[src/hdl/cascaded_fourth_order_iir_filter_defines.svh]
// Assertion macros for the cascaded fourth-order IIR filter.
// Included by the top level; the macros expect signals named clk and rst_n in scope.
`ifndef CASCADED_FOURTH_ORDER_IIR_FILTER_DEFINES_SVH
`define CASCADED_FOURTH_ORDER_IIR_FILTER_DEFINES_SVH
`ifndef ASSERT_OFF
`define CFIIR_ASSERT_IMPL(name, ante, cons) \
    name: assert property (@(posedge clk) disable iff (!rst_n) (ante) |-> (cons)) \
        else $error("same-cycle check failed");
`define CFIIR_ASSERT_NEXT(name, ante, cons) \
    name: assert property (@(posedge clk) disable iff (!rst_n) (ante) |=> (cons)) \
        else $error("next-cycle check failed");
`else
`define CFIIR_ASSERT_IMPL(name, ante, cons)
`define CFIIR_ASSERT_NEXT(name, ante, cons)
`endif
`endif

[src/hdl/cfiir_pkg.sv]
// Shared types and constants of the cascaded fourth-order IIR filter.
// No dependencies; used by the top level and the testbench.
package cfiir_pkg;

    localparam int NUM_SECTIONS_DEF = 4;
    localparam int COEFS_PER_SEC    = 9;
    localparam int TAPS             = 4;

    localparam int SAMPLE_W = 24;
    localparam int COEF_W   = 32;
    localparam int DELAY_W  = 40;
    localparam int GAIN_W   = 24;
    localparam int ACC_W    = 48;

    localparam int SPLIT         = 20;
    localparam int MUL_B_W       = SPLIT + 1;
    localparam int MUL_W         = COEF_W + MUL_B_W;
    localparam int Q_W           = MUL_W + 1;
    localparam int COEF_SHIFT_LO = 27 - SPLIT;
    localparam int GAIN_SHIFT_LO = 23 - SPLIT;

    localparam int SEC_FIELD_W = 3;
    localparam int SLOT_W      = 4;
    localparam int S_TDATA_W   = 64;
    localparam int SEC_LSB     = SAMPLE_W;
    localparam int SLOT_LSB    = SEC_LSB + SEC_FIELD_W;
    localparam int VALUE_LSB   = SLOT_LSB + SLOT_W;

    localparam logic [GAIN_W-1:0] GAIN_RESET = 24'h80_0000;

    localparam logic REQ_SAMPLE = 1'b0;
    localparam logic REQ_COEF   = 1'b1;

    localparam logic [SLOT_W-1:0] SLOT_A_LAST = 4'd3;
    localparam logic [SLOT_W-1:0] SLOT_B0     = 4'd4;
    localparam logic [SLOT_W-1:0] SLOT_B1     = 4'd5;
    localparam logic [SLOT_W-1:0] SLOT_B_LAST = 4'd8;

    typedef enum logic [3:0] {
        ST_IDLE,
        ST_LO,
        ST_HI,
        ST_DRAIN,
        ST_SATW,
        ST_SATY,
        ST_GLO,
        ST_GHI,
        ST_GOUT
    } state_t;

endpackage

[src/hdl/cascaded_fourth_order_iir_filter.sv]
// Top level of the cascaded fourth-order IIR filter with one shared multiplier.
// Depends on cfiir_pkg and cascaded_fourth_order_iir_filter_defines.svh.
//
// A sample beat (tuser 0) runs through NUM_SECTIONS direct form II sections and the output
// gain, and gives one output beat; a coefficient beat (tuser 1) loads one Q4.27 coefficient
// if its section and slot are in range and gives none. A sample keeps the block busy while
// the single 32 x 21 multiplier forms each of the nine products of a section in two halves,
// and through one drain and one saturation step per half section. Every coefficient of every
// section must be written before the first sample; the delay lines start at zero. The result
// waits in an output register while the next beat is taken.
`include "cascaded_fourth_order_iir_filter_defines.svh"

module cascaded_fourth_order_iir_filter #(
    parameter int NUM_SECTIONS = cfiir_pkg::NUM_SECTIONS_DEF
) (
    input  logic                              clk,
    input  logic                              rst_n,
    input  logic                              s_tvalid,
    output logic                              s_tready,
    // sample_in[23:0], coef_section[26:24], coef_slot[30:27], coef_value[62:31]
    input  logic [cfiir_pkg::S_TDATA_W-1:0]   s_tdata,
    // req_type[0]
    input  logic                              s_tuser,
    output logic                              m_tvalid,
    input  logic                              m_tready,
    // sample_out[23:0]
    output logic [cfiir_pkg::SAMPLE_W-1:0]    m_tdata,
    input  logic                              cfg_valid,
    output logic                              cfg_ready,
    input  logic [cfiir_pkg::GAIN_W-1:0]      cfg_data
);

    localparam int COEF_DEPTH = NUM_SECTIONS * cfiir_pkg::COEFS_PER_SEC;
    localparam int CA_W       = $clog2(COEF_DEPTH);
    localparam int SEC_W      = (NUM_SECTIONS > 1) ? $clog2(NUM_SECTIONS) : 1;
    localparam int WR_W       = cfiir_pkg::SEC_FIELD_W + cfiir_pkg::SLOT_W;
    localparam int ACC_W      = cfiir_pkg::ACC_W;
    localparam int DELAY_W    = cfiir_pkg::DELAY_W;
    localparam int Q_W        = cfiir_pkg::Q_W;
    localparam int SAMPLE_W   = cfiir_pkg::SAMPLE_W;
    localparam int COEF_W     = cfiir_pkg::COEF_W;
    localparam int MUL_W      = cfiir_pkg::MUL_W;
    localparam int SPLIT      = cfiir_pkg::SPLIT;

    localparam logic [SEC_W-1:0] LAST_SEC  = SEC_W'(NUM_SECTIONS - 1);
    localparam logic [CA_W-1:0]  BASE_STEP = CA_W'(cfiir_pkg::COEFS_PER_SEC);
    localparam logic [CA_W-1:0]  BASE_LAST =
        CA_W'((NUM_SECTIONS - 1) * cfiir_pkg::COEFS_PER_SEC);

    localparam logic signed [ACC_W-1:0] ACC_DMAX =
        {{(ACC_W - DELAY_W + 1){1'b0}}, {(DELAY_W - 1){1'b1}}};
    localparam logic signed [ACC_W-1:0] ACC_DMIN =
        {{(ACC_W - DELAY_W + 1){1'b1}}, {(DELAY_W - 1){1'b0}}};
    localparam logic signed [Q_W-1:0] Q_OMAX =
        {{(Q_W - SAMPLE_W + 1){1'b0}}, {(SAMPLE_W - 1){1'b1}}};
    localparam logic signed [Q_W-1:0] Q_OMIN =
        {{(Q_W - SAMPLE_W + 1){1'b1}}, {(SAMPLE_W - 1){1'b0}}};

    cfiir_pkg::state_t state_reg, state_next;

    logic [cfiir_pkg::SLOT_W-1:0]  op_reg, op_next, op_inc;
    logic [SEC_W-1:0]              sec_reg, sec_next, rd_sec;
    logic [CA_W-1:0]               base_reg, base_next, coef_rd_addr;
    logic                          pend_reg, pend_next;
    logic                          pend_sub_reg, pend_sub_next;
    logic                          out_valid_reg, out_valid_next;
    logic [SAMPLE_W-1:0]           out_data_reg, out_data_next;
    logic [cfiir_pkg::GAIN_W-1:0]  gain_reg;

    logic signed [ACC_W-1:0]       acc_reg, acc_next, acc_sum, p_coef;
    logic signed [DELAY_W-1:0]     w_reg, w_next, zop_reg, zop_next, acc_sat, zop_dly;
    logic signed [MUL_W-1:0]       prod_lo_reg, prod_hi_reg, mul_p;
    logic signed [COEF_W-1:0]      coef_rd_reg, mul_a;
    logic signed [cfiir_pkg::MUL_B_W-1:0] mul_b;
    logic signed [Q_W-1:0]         q_sum, g_val;
    logic [SAMPLE_W-1:0]           gain_sat;
    logic [1:0]                    rd_k;

    logic signed [COEF_W-1:0]      coef_mem [COEF_DEPTH];
    logic signed [DELAY_W-1:0]     dly_reg [NUM_SECTIONS][cfiir_pkg::TAPS];

    logic signed [SAMPLE_W-1:0]            in_sample;
    logic [cfiir_pkg::SEC_FIELD_W-1:0]     wr_sec;
    logic [cfiir_pkg::SLOT_W-1:0]          wr_slot;
    logic signed [COEF_W-1:0]              wr_value;
    logic [WR_W-1:0]                       wr_lin;
    logic                                  wr_ok, coef_we, dly_shift, mul_hi, use_gain;

    assign in_sample = s_tdata[SAMPLE_W-1:0];
    assign wr_sec    = s_tdata[cfiir_pkg::SLOT_LSB-1:cfiir_pkg::SEC_LSB];
    assign wr_slot   = s_tdata[cfiir_pkg::VALUE_LSB-1:cfiir_pkg::SLOT_LSB];
    assign wr_value  = s_tdata[cfiir_pkg::VALUE_LSB+COEF_W-1:cfiir_pkg::VALUE_LSB];
    assign wr_lin    = WR_W'(wr_sec) * WR_W'(cfiir_pkg::COEFS_PER_SEC) + WR_W'(wr_slot);
    assign wr_ok     = ({1'b0, wr_sec} < (cfiir_pkg::SEC_FIELD_W + 1)'(NUM_SECTIONS))
                    && (wr_slot < cfiir_pkg::SLOT_W'(cfiir_pkg::COEFS_PER_SEC));

    assign s_tready  = (state_reg == cfiir_pkg::ST_IDLE);
    assign cfg_ready = 1'b1;
    assign m_tvalid  = out_valid_reg;
    assign m_tdata   = out_data_reg;

    // Shared multiplier: coefficient or gain times one 20-bit half of the operand word.
    assign use_gain = (state_reg == cfiir_pkg::ST_GLO) || (state_reg == cfiir_pkg::ST_GHI);
    assign mul_hi   = (state_reg == cfiir_pkg::ST_HI) || (state_reg == cfiir_pkg::ST_GHI);
    assign mul_a    = use_gain ? signed'({{(COEF_W - cfiir_pkg::GAIN_W){1'b0}}, gain_reg})
                               : coef_rd_reg;
    assign mul_b    = mul_hi ? signed'({zop_reg[DELAY_W-1], zop_reg[DELAY_W-1:SPLIT]})
                             : signed'({1'b0, zop_reg[SPLIT-1:0]});
    assign mul_p    = MUL_W'(mul_a) * MUL_W'(mul_b);

    // Exact floor of the full product over 2^20, then the final shift.
    assign q_sum  = Q_W'(prod_hi_reg) + Q_W'(prod_lo_reg >>> SPLIT);
    assign p_coef = ACC_W'(q_sum >>> cfiir_pkg::COEF_SHIFT_LO);
    assign g_val  = q_sum >>> cfiir_pkg::GAIN_SHIFT_LO;
    assign acc_sum = pend_sub_reg ? (acc_reg - p_coef) : (acc_reg + p_coef);

    always_comb
    begin
        if (acc_reg > ACC_DMAX)
        begin
            acc_sat = DELAY_W'(ACC_DMAX);
        end
        else if (acc_reg < ACC_DMIN)
        begin
            acc_sat = DELAY_W'(ACC_DMIN);
        end
        else
        begin
            acc_sat = acc_reg[DELAY_W-1:0];
        end
    end

    always_comb
    begin
        if (g_val > Q_OMAX)
        begin
            gain_sat = SAMPLE_W'(Q_OMAX);
        end
        else if (g_val < Q_OMIN)
        begin
            gain_sat = SAMPLE_W'(Q_OMIN);
        end
        else
        begin
            gain_sat = g_val[SAMPLE_W-1:0];
        end
    end

    // Operand and coefficient fetch for the product that starts in the next cycle.
    always_comb
    begin
        op_inc       = op_reg + 1'b1;
        rd_sec       = sec_reg;
        rd_k         = 2'd0;
        coef_rd_addr = base_reg + CA_W'(op_reg);
        case (state_reg)
            cfiir_pkg::ST_IDLE:
            begin
                rd_sec       = '0;
                coef_rd_addr = '0;
            end
            cfiir_pkg::ST_HI:
            begin
                rd_k         = (op_inc >= cfiir_pkg::SLOT_B1) ? 2'(op_inc - cfiir_pkg::SLOT_B1)
                                                              : op_inc[1:0];
                coef_rd_addr = base_reg + CA_W'(op_inc);
            end
            cfiir_pkg::ST_SATW:
            begin
                coef_rd_addr = base_reg + CA_W'(cfiir_pkg::SLOT_B0);
            end
            cfiir_pkg::ST_SATY:
            begin
                rd_sec       = (sec_reg == LAST_SEC) ? '0 : sec_reg + 1'b1;
                coef_rd_addr = (base_reg == BASE_LAST) ? '0 : base_reg + BASE_STEP;
            end
            default:
            begin
            end
        endcase
        zop_dly = dly_reg[rd_sec][rd_k];
    end

    always_comb
    begin
        state_next = state_reg;
        case (state_reg)
            cfiir_pkg::ST_IDLE:
            begin
                if (s_tvalid && (s_tuser == cfiir_pkg::REQ_SAMPLE))
                begin
                    state_next = cfiir_pkg::ST_LO;
                end
            end
            cfiir_pkg::ST_LO:
            begin
                state_next = cfiir_pkg::ST_HI;
            end
            cfiir_pkg::ST_HI:
            begin
                if ((op_reg == cfiir_pkg::SLOT_A_LAST) || (op_reg == cfiir_pkg::SLOT_B_LAST))
                begin
                    state_next = cfiir_pkg::ST_DRAIN;
                end
                else
                begin
                    state_next = cfiir_pkg::ST_LO;
                end
            end
            cfiir_pkg::ST_DRAIN:
            begin
                if (op_reg == cfiir_pkg::SLOT_A_LAST)
                begin
                    state_next = cfiir_pkg::ST_SATW;
                end
                else
                begin
                    state_next = cfiir_pkg::ST_SATY;
                end
            end
            cfiir_pkg::ST_SATW:
            begin
                state_next = cfiir_pkg::ST_LO;
            end
            cfiir_pkg::ST_SATY:
            begin
                if (sec_reg == LAST_SEC)
                begin
                    state_next = cfiir_pkg::ST_GLO;
                end
                else
                begin
                    state_next = cfiir_pkg::ST_LO;
                end
            end
            cfiir_pkg::ST_GLO:
            begin
                state_next = cfiir_pkg::ST_GHI;
            end
            cfiir_pkg::ST_GHI:
            begin
                state_next = cfiir_pkg::ST_GOUT;
            end
            cfiir_pkg::ST_GOUT:
            begin
                if (!out_valid_reg || m_tready)
                begin
                    state_next = cfiir_pkg::ST_IDLE;
                end
            end
            default:
            begin
                state_next = cfiir_pkg::ST_IDLE;
            end
        endcase
    end

    always_comb
    begin
        op_next        = op_reg;
        sec_next       = sec_reg;
        base_next      = base_reg;
        acc_next       = pend_reg ? acc_sum : acc_reg;
        w_next         = w_reg;
        zop_next       = zop_reg;
        pend_next      = 1'b0;
        pend_sub_next  = pend_sub_reg;
        out_valid_next = out_valid_reg && !m_tready;
        out_data_next  = out_data_reg;
        coef_we        = 1'b0;
        dly_shift      = 1'b0;
        case (state_reg)
            cfiir_pkg::ST_IDLE:
            begin
                if (s_tvalid)
                begin
                    if (s_tuser == cfiir_pkg::REQ_SAMPLE)
                    begin
                        acc_next  = ACC_W'(in_sample);
                        zop_next  = zop_dly;
                        op_next   = '0;
                        sec_next  = '0;
                        base_next = '0;
                    end
                    else
                    begin
                        coef_we = wr_ok;
                    end
                end
            end
            cfiir_pkg::ST_HI:
            begin
                pend_next     = 1'b1;
                pend_sub_next = (op_reg <= cfiir_pkg::SLOT_A_LAST);
                if ((op_reg != cfiir_pkg::SLOT_A_LAST) && (op_reg != cfiir_pkg::SLOT_B_LAST))
                begin
                    op_next  = op_inc;
                    zop_next = zop_dly;
                end
            end
            cfiir_pkg::ST_SATW:
            begin
                w_next   = acc_sat;
                zop_next = acc_sat;
                acc_next = '0;
                op_next  = cfiir_pkg::SLOT_B0;
            end
            cfiir_pkg::ST_SATY:
            begin
                dly_shift = 1'b1;
                if (sec_reg == LAST_SEC)
                begin
                    zop_next = acc_sat;
                end
                else
                begin
                    acc_next  = ACC_W'(acc_sat);
                    zop_next  = zop_dly;
                    sec_next  = sec_reg + 1'b1;
                    base_next = base_reg + BASE_STEP;
                    op_next   = '0;
                end
            end
            cfiir_pkg::ST_GOUT:
            begin
                if (!out_valid_reg || m_tready)
                begin
                    out_valid_next = 1'b1;
                    out_data_next  = gain_sat;
                end
            end
            default:
            begin
            end
        endcase
    end

    always_ff @(posedge clk or negedge rst_n)
    begin
        if (!rst_n)
        begin
            state_reg     <= cfiir_pkg::ST_IDLE;
            op_reg        <= '0;
            sec_reg       <= '0;
            base_reg      <= '0;
            pend_reg      <= 1'b0;
            pend_sub_reg  <= 1'b0;
            out_valid_reg <= 1'b0;
            gain_reg      <= cfiir_pkg::GAIN_RESET;
        end
        else
        begin
            state_reg     <= state_next;
            op_reg        <= op_next;
            sec_reg       <= sec_next;
            base_reg      <= base_next;
            pend_reg      <= pend_next;
            pend_sub_reg  <= pend_sub_next;
            out_valid_reg <= out_valid_next;
            if (cfg_valid && cfg_ready)
            begin
                gain_reg <= cfg_data;
            end
        end
    end

    // The low half is kept while a finished sample waits for the output register.
    always_ff @(posedge clk)
    begin
        acc_reg      <= acc_next;
        w_reg        <= w_next;
        zop_reg      <= zop_next;
        out_data_reg <= out_data_next;
        if ((state_reg == cfiir_pkg::ST_LO) || (state_reg == cfiir_pkg::ST_GLO))
        begin
            prod_lo_reg <= mul_p;
        end
        else if (mul_hi)
        begin
            prod_hi_reg <= mul_p;
        end
    end

    always_ff @(posedge clk)
    begin
        if (coef_we)
        begin
            coef_mem[wr_lin[CA_W-1:0]] <= wr_value;
        end
        coef_rd_reg <= coef_mem[coef_rd_addr];
    end

    always_ff @(posedge clk or negedge rst_n)
    begin
        if (!rst_n)
        begin
            for (int s = 0; s < NUM_SECTIONS; s++)
            begin
                for (int k = 0; k < cfiir_pkg::TAPS; k++)
                begin
                    dly_reg[s][k] <= '0;
                end
            end
        end
        else if (dly_shift)
        begin
            for (int s = 0; s < NUM_SECTIONS; s++)
            begin
                if (sec_reg == SEC_W'(s))
                begin
                    for (int k = cfiir_pkg::TAPS - 1; k > 0; k--)
                    begin
                        dly_reg[s][k] <= dly_reg[s][k-1];
                    end
                    dly_reg[s][0] <= w_reg;
                end
            end
        end
    end

    `CFIIR_ASSERT_IMPL(a_pend_consumed, pend_reg,
        (state_reg == cfiir_pkg::ST_LO) || (state_reg == cfiir_pkg::ST_DRAIN))
    `CFIIR_ASSERT_NEXT(a_sample_starts,
        s_tvalid && s_tready && (s_tuser == cfiir_pkg::REQ_SAMPLE),
        (state_reg == cfiir_pkg::ST_LO) && (op_reg == '0) && (sec_reg == '0))
    `CFIIR_ASSERT_IMPL(a_base_tracks_sec, state_reg != cfiir_pkg::ST_IDLE,
        base_reg == CA_W'(sec_reg) * BASE_STEP)
    `CFIIR_ASSERT_NEXT(a_result_waits,
        (state_reg == cfiir_pkg::ST_GOUT) && m_tvalid && !m_tready,
        state_reg == cfiir_pkg::ST_GOUT)

endmodule

[config.mk]
export PLATFORM = sky130hd
export DESIGN_NAME = cascaded_fourth_order_iir_filter
export DESIGN_NICKNAME = d
export VERILOG_FILES = /design/src/hdl/cfiir_pkg.sv /design/src/hdl/cascaded_fourth_order_iir_filter.sv
export VERILOG_INCLUDE_DIRS = /design/src /design/src/hdl
export SDC_FILE = /design/constraint.sdc
export NUM_CORES = 2
export LEC_CHECK = 0
export BUFFER_PORTS_ARGS = -buffer_cell sky130_fd_sc_hd__buf_2
export CORE_AREA = 2 2 527 529
export DETAILED_ROUTE_END_ITERATION = 16
export DIE_AREA = 0 0 529 531
export GPL_ROUTABILITY_DRIVEN = 0
export PLACE_DENSITY = 0.65
export SLEW_MARGIN = 30
export SYNTH_ARGS = -nofsm -noshare
export SYNTH_HDL_FRONTEND = slang
export SYNTH_SLANG_ARGS = --single-unit
[constraint.sdc]
create_clock -name clk -period 17.95 [get_ports clk]
set_clock_uncertainty 0.15 [all_clocks]
set_input_delay 3.59 -clock clk [delete_from_list [all_inputs] [get_ports clk]]
set_output_delay 3.59 -clock clk [all_outputs]
set_load 0.05 [all_outputs]
==> flow_summary.json <==
{
  "drv_slew": 0,
  "clk_latency_ns": 0.93,
  "period_needed_ns": 10.77,
  "post_cts_buffers": 0,
  "core_area_sq_um": 275000,
  "synth.avg_cell_area_sq_um": 11.3,
  "final_core_util_pct": 47.2,
  "synthTopCellsByCount": "1,839 x nand2_1, 1,342 x edfxtp_1, 827 x inv_1",
  "grt_start_max_net_pins": 199,
  "numClockSinks": 2105,
  "pre_cts_ws_ns": 7.03,
  "dieHeight_um": 531,
  "ys_seq_area_share_pct": 50.1,
  "crit_type": "reg2reg",
  "gr-usage-all-layers_pct": 21.5,
  "drtAntennaViolNets": 0,
  "cts.hold.buffers_added": 0,
  "cts_resized": 0,
  "synth.most_common_cell": "nand2_1",
  "tns_ns": 0,
  "grt_pass1_wl_um": 472000,
  "start_util_pct": 42.8,
  "hold_violations": 0,
  "slowest_delay_ns": 0.64,
  "io_buffers": 118,
  "clockBufferDepth": 4,
  "clockRootBuffer": "clkbuf_16",
  "globalRouteOverflowTotal": 0,
  "drtIter0Drc": 6544,
  "layout-drive-gt1-share_pct": 12.4,
  "largest_register_ffs": 1152,
  "synthCells": 10500,
  "dpl.hpwl_um": 193000,
  "fin_crit_sh_pct": 60.0,
  "grt_antenna_before_repair": 19,
  "vias_per_cell": 5.65,
  "vias": 79800,
  "maxCapViolations": 0,
  "arrival_ns": 11.16,
  "synthDistinctLibCells": 117,
  "synth_top_area_cell": "edfxtp_1",
  "fin_hold_ws_ns": 0.210,
  "synth-seq-cells": 2105,
  "maxUsedRoutingLayer": "met5",
  "worstMarginPinSlew_ns": 1.18,
  "ios": 121,
  "wl_met1_um": 129000,
  "grt_setup_unrepaired": "no",
  "finalSetupViolCount": 0,
  "nNetsFinal": 11400,
  "syn_nets": 11500,
  "area_delta_synth_final_pct": 10.2,
  "num-fill-cells": 24500,
  "max_slew_margin_pct": 21.6,
  "endpoint_kind": "flop",
  "cts_buffers": 222,
  "synth-async-reset-ratio_pct": 32.4,
  "worst_slack_ns": 7.18,
  "drcViolationCount": 0,
  "wl_met2_um": 143000,
  "path_common_cell": "fa_1",
  "synth_area_leaders": "edfxtp_1 34%, dfrtp_1 14%, fa_1 11%",
  "crit_fanout": 60,
  "dieArea_sq_um": 281000,
  "drt-total-wl_um": 306000,
  "route.met3.wl_um": 22400,
  "clkSlewWorstSetupHoldPaths_ns": 0.07,
  "synthesis.area_sq_um": 118000,
  "dr.pass1.iters": 8,
  "fmax_mhz": 92.8,
  "holdCritPathClass": "reg2reg",
  "startpoint_type": "flop",
  "yosys_warnings": 0,
  "post_drt_wl_per_cell_um": 21.7,
  "status": "finished clean",
  "grt_pass1_vias": 80400,
  "die_x_um": 529,
  "synth_flop_cell": "edfxtp_1",
  "synth.top_cell.area_share_pct": 34.2,
  "required_ns": 18.34,
  "cts_tree": "yes",
  "synth_edf_count": 1342,
  "slowest_stage": "buf_4",
  "num_rows": 193,
  "reg2reg_slack_ns": 7.18,
  "htree_num_levels": 4
}
==> cell usage in the layout, fill, tap and decap left out, types with 133 or more instances in the layout <==
master,count
a211oi_1,676
a21oi_1,435
a31oi_1,272
and2_1,478
buf_4,144
clkbuf_16,225
dfrtp_1,681
edfxtp_1,1342
fa_1,671
ha_1,257
inv_1,826
mux2_2,531
mux2i_1,155
nand2_1,1828
nor2_1,444
xnor2_1,133
==> per-stage QoR <==
step	cells	cell area, sq um
2_1_floorplan	10500	118000
3_3_place_gp	13700	122000
3_5_place_dp	13700	122000
4_1_cts	14100	130000
5_1_grt	14100	130000
6_report	14100	130000
==> layer usage <==
layer,vias to the layer above,global-route usage (%)
met5,-,0
met4,16,7.40
met3,609,3.75
met2,2751,35.0
met1,40200,29.0
li1,36200,-
==> cell families (layout without fill, tap and decap cells) <==
| kind of cell | Yosys count | after routing | synth area share (%) |
|---|---|---|---|
| AND/OR/NAND/NOR | 3071 | 3071 | 11.5 |
| AO/OA/AOI/OAI | 1980 | 1980 | 11.5 |
| adder cells (fa/ha/maj) | 928 | 928 | 14.1 |
| flip-flops | 2105 | 2105 | 50.1 |
| other | 1 | 9 | 0.00318 |
| multiplexers | 696 | 696 | 6.48 |
| XOR/XNOR | 211 | 211 | 1.61 |
| buffers and inverters | 1479 | 1524 | 4.78 |
==> critical path: cells and delay by family (launching register included) <==
| kind | cells | cell delay, ns |
|---|---|---|
| compound gates | 9 | 2.63 |
| xor+xnor | 1 | 0.10 |
| fa+ha+maj | 8 | 3.98 |
| buf+inv | 7 | 1.72 |
| flops | 1 | 0.53 |
| simple gates | 8 | 1.31 |
==> path summary, 6_finish.rpt <==
check                      cells after the start          from               to
max                                           33  state_reg[3]  prod_lo_reg[52]
min                                            2  dly_reg[152]     dly_reg[112]
max reg2reg                                   33  state_reg[3]  prod_lo_reg[52]
max in group asynchronous                      4         rst_n      base_reg[2]
min reg2reg                                    2  dly_reg[152]     dly_reg[112]
min in group asynchronous                      1         rst_n     dly_reg[142]
==> final cells by class <==
type                       count  area [sq um]  share of cell area [%]
antenna                        8          20.0                  0.0154
tap                         3607          4510                    3.47
timing repair buffer         289          2190                    1.68
sequential                  2105         59000                    45.4
multi-input combinational   6887         53800                    41.4
clock buffer                 289          6090                    4.69
clock inverter               117          1180                   0.909
inverter                     829          3110                    2.40
Power is not shown: default switching activity piles up to over one toggle a cycle in this logic, so the estimate is an artifact.
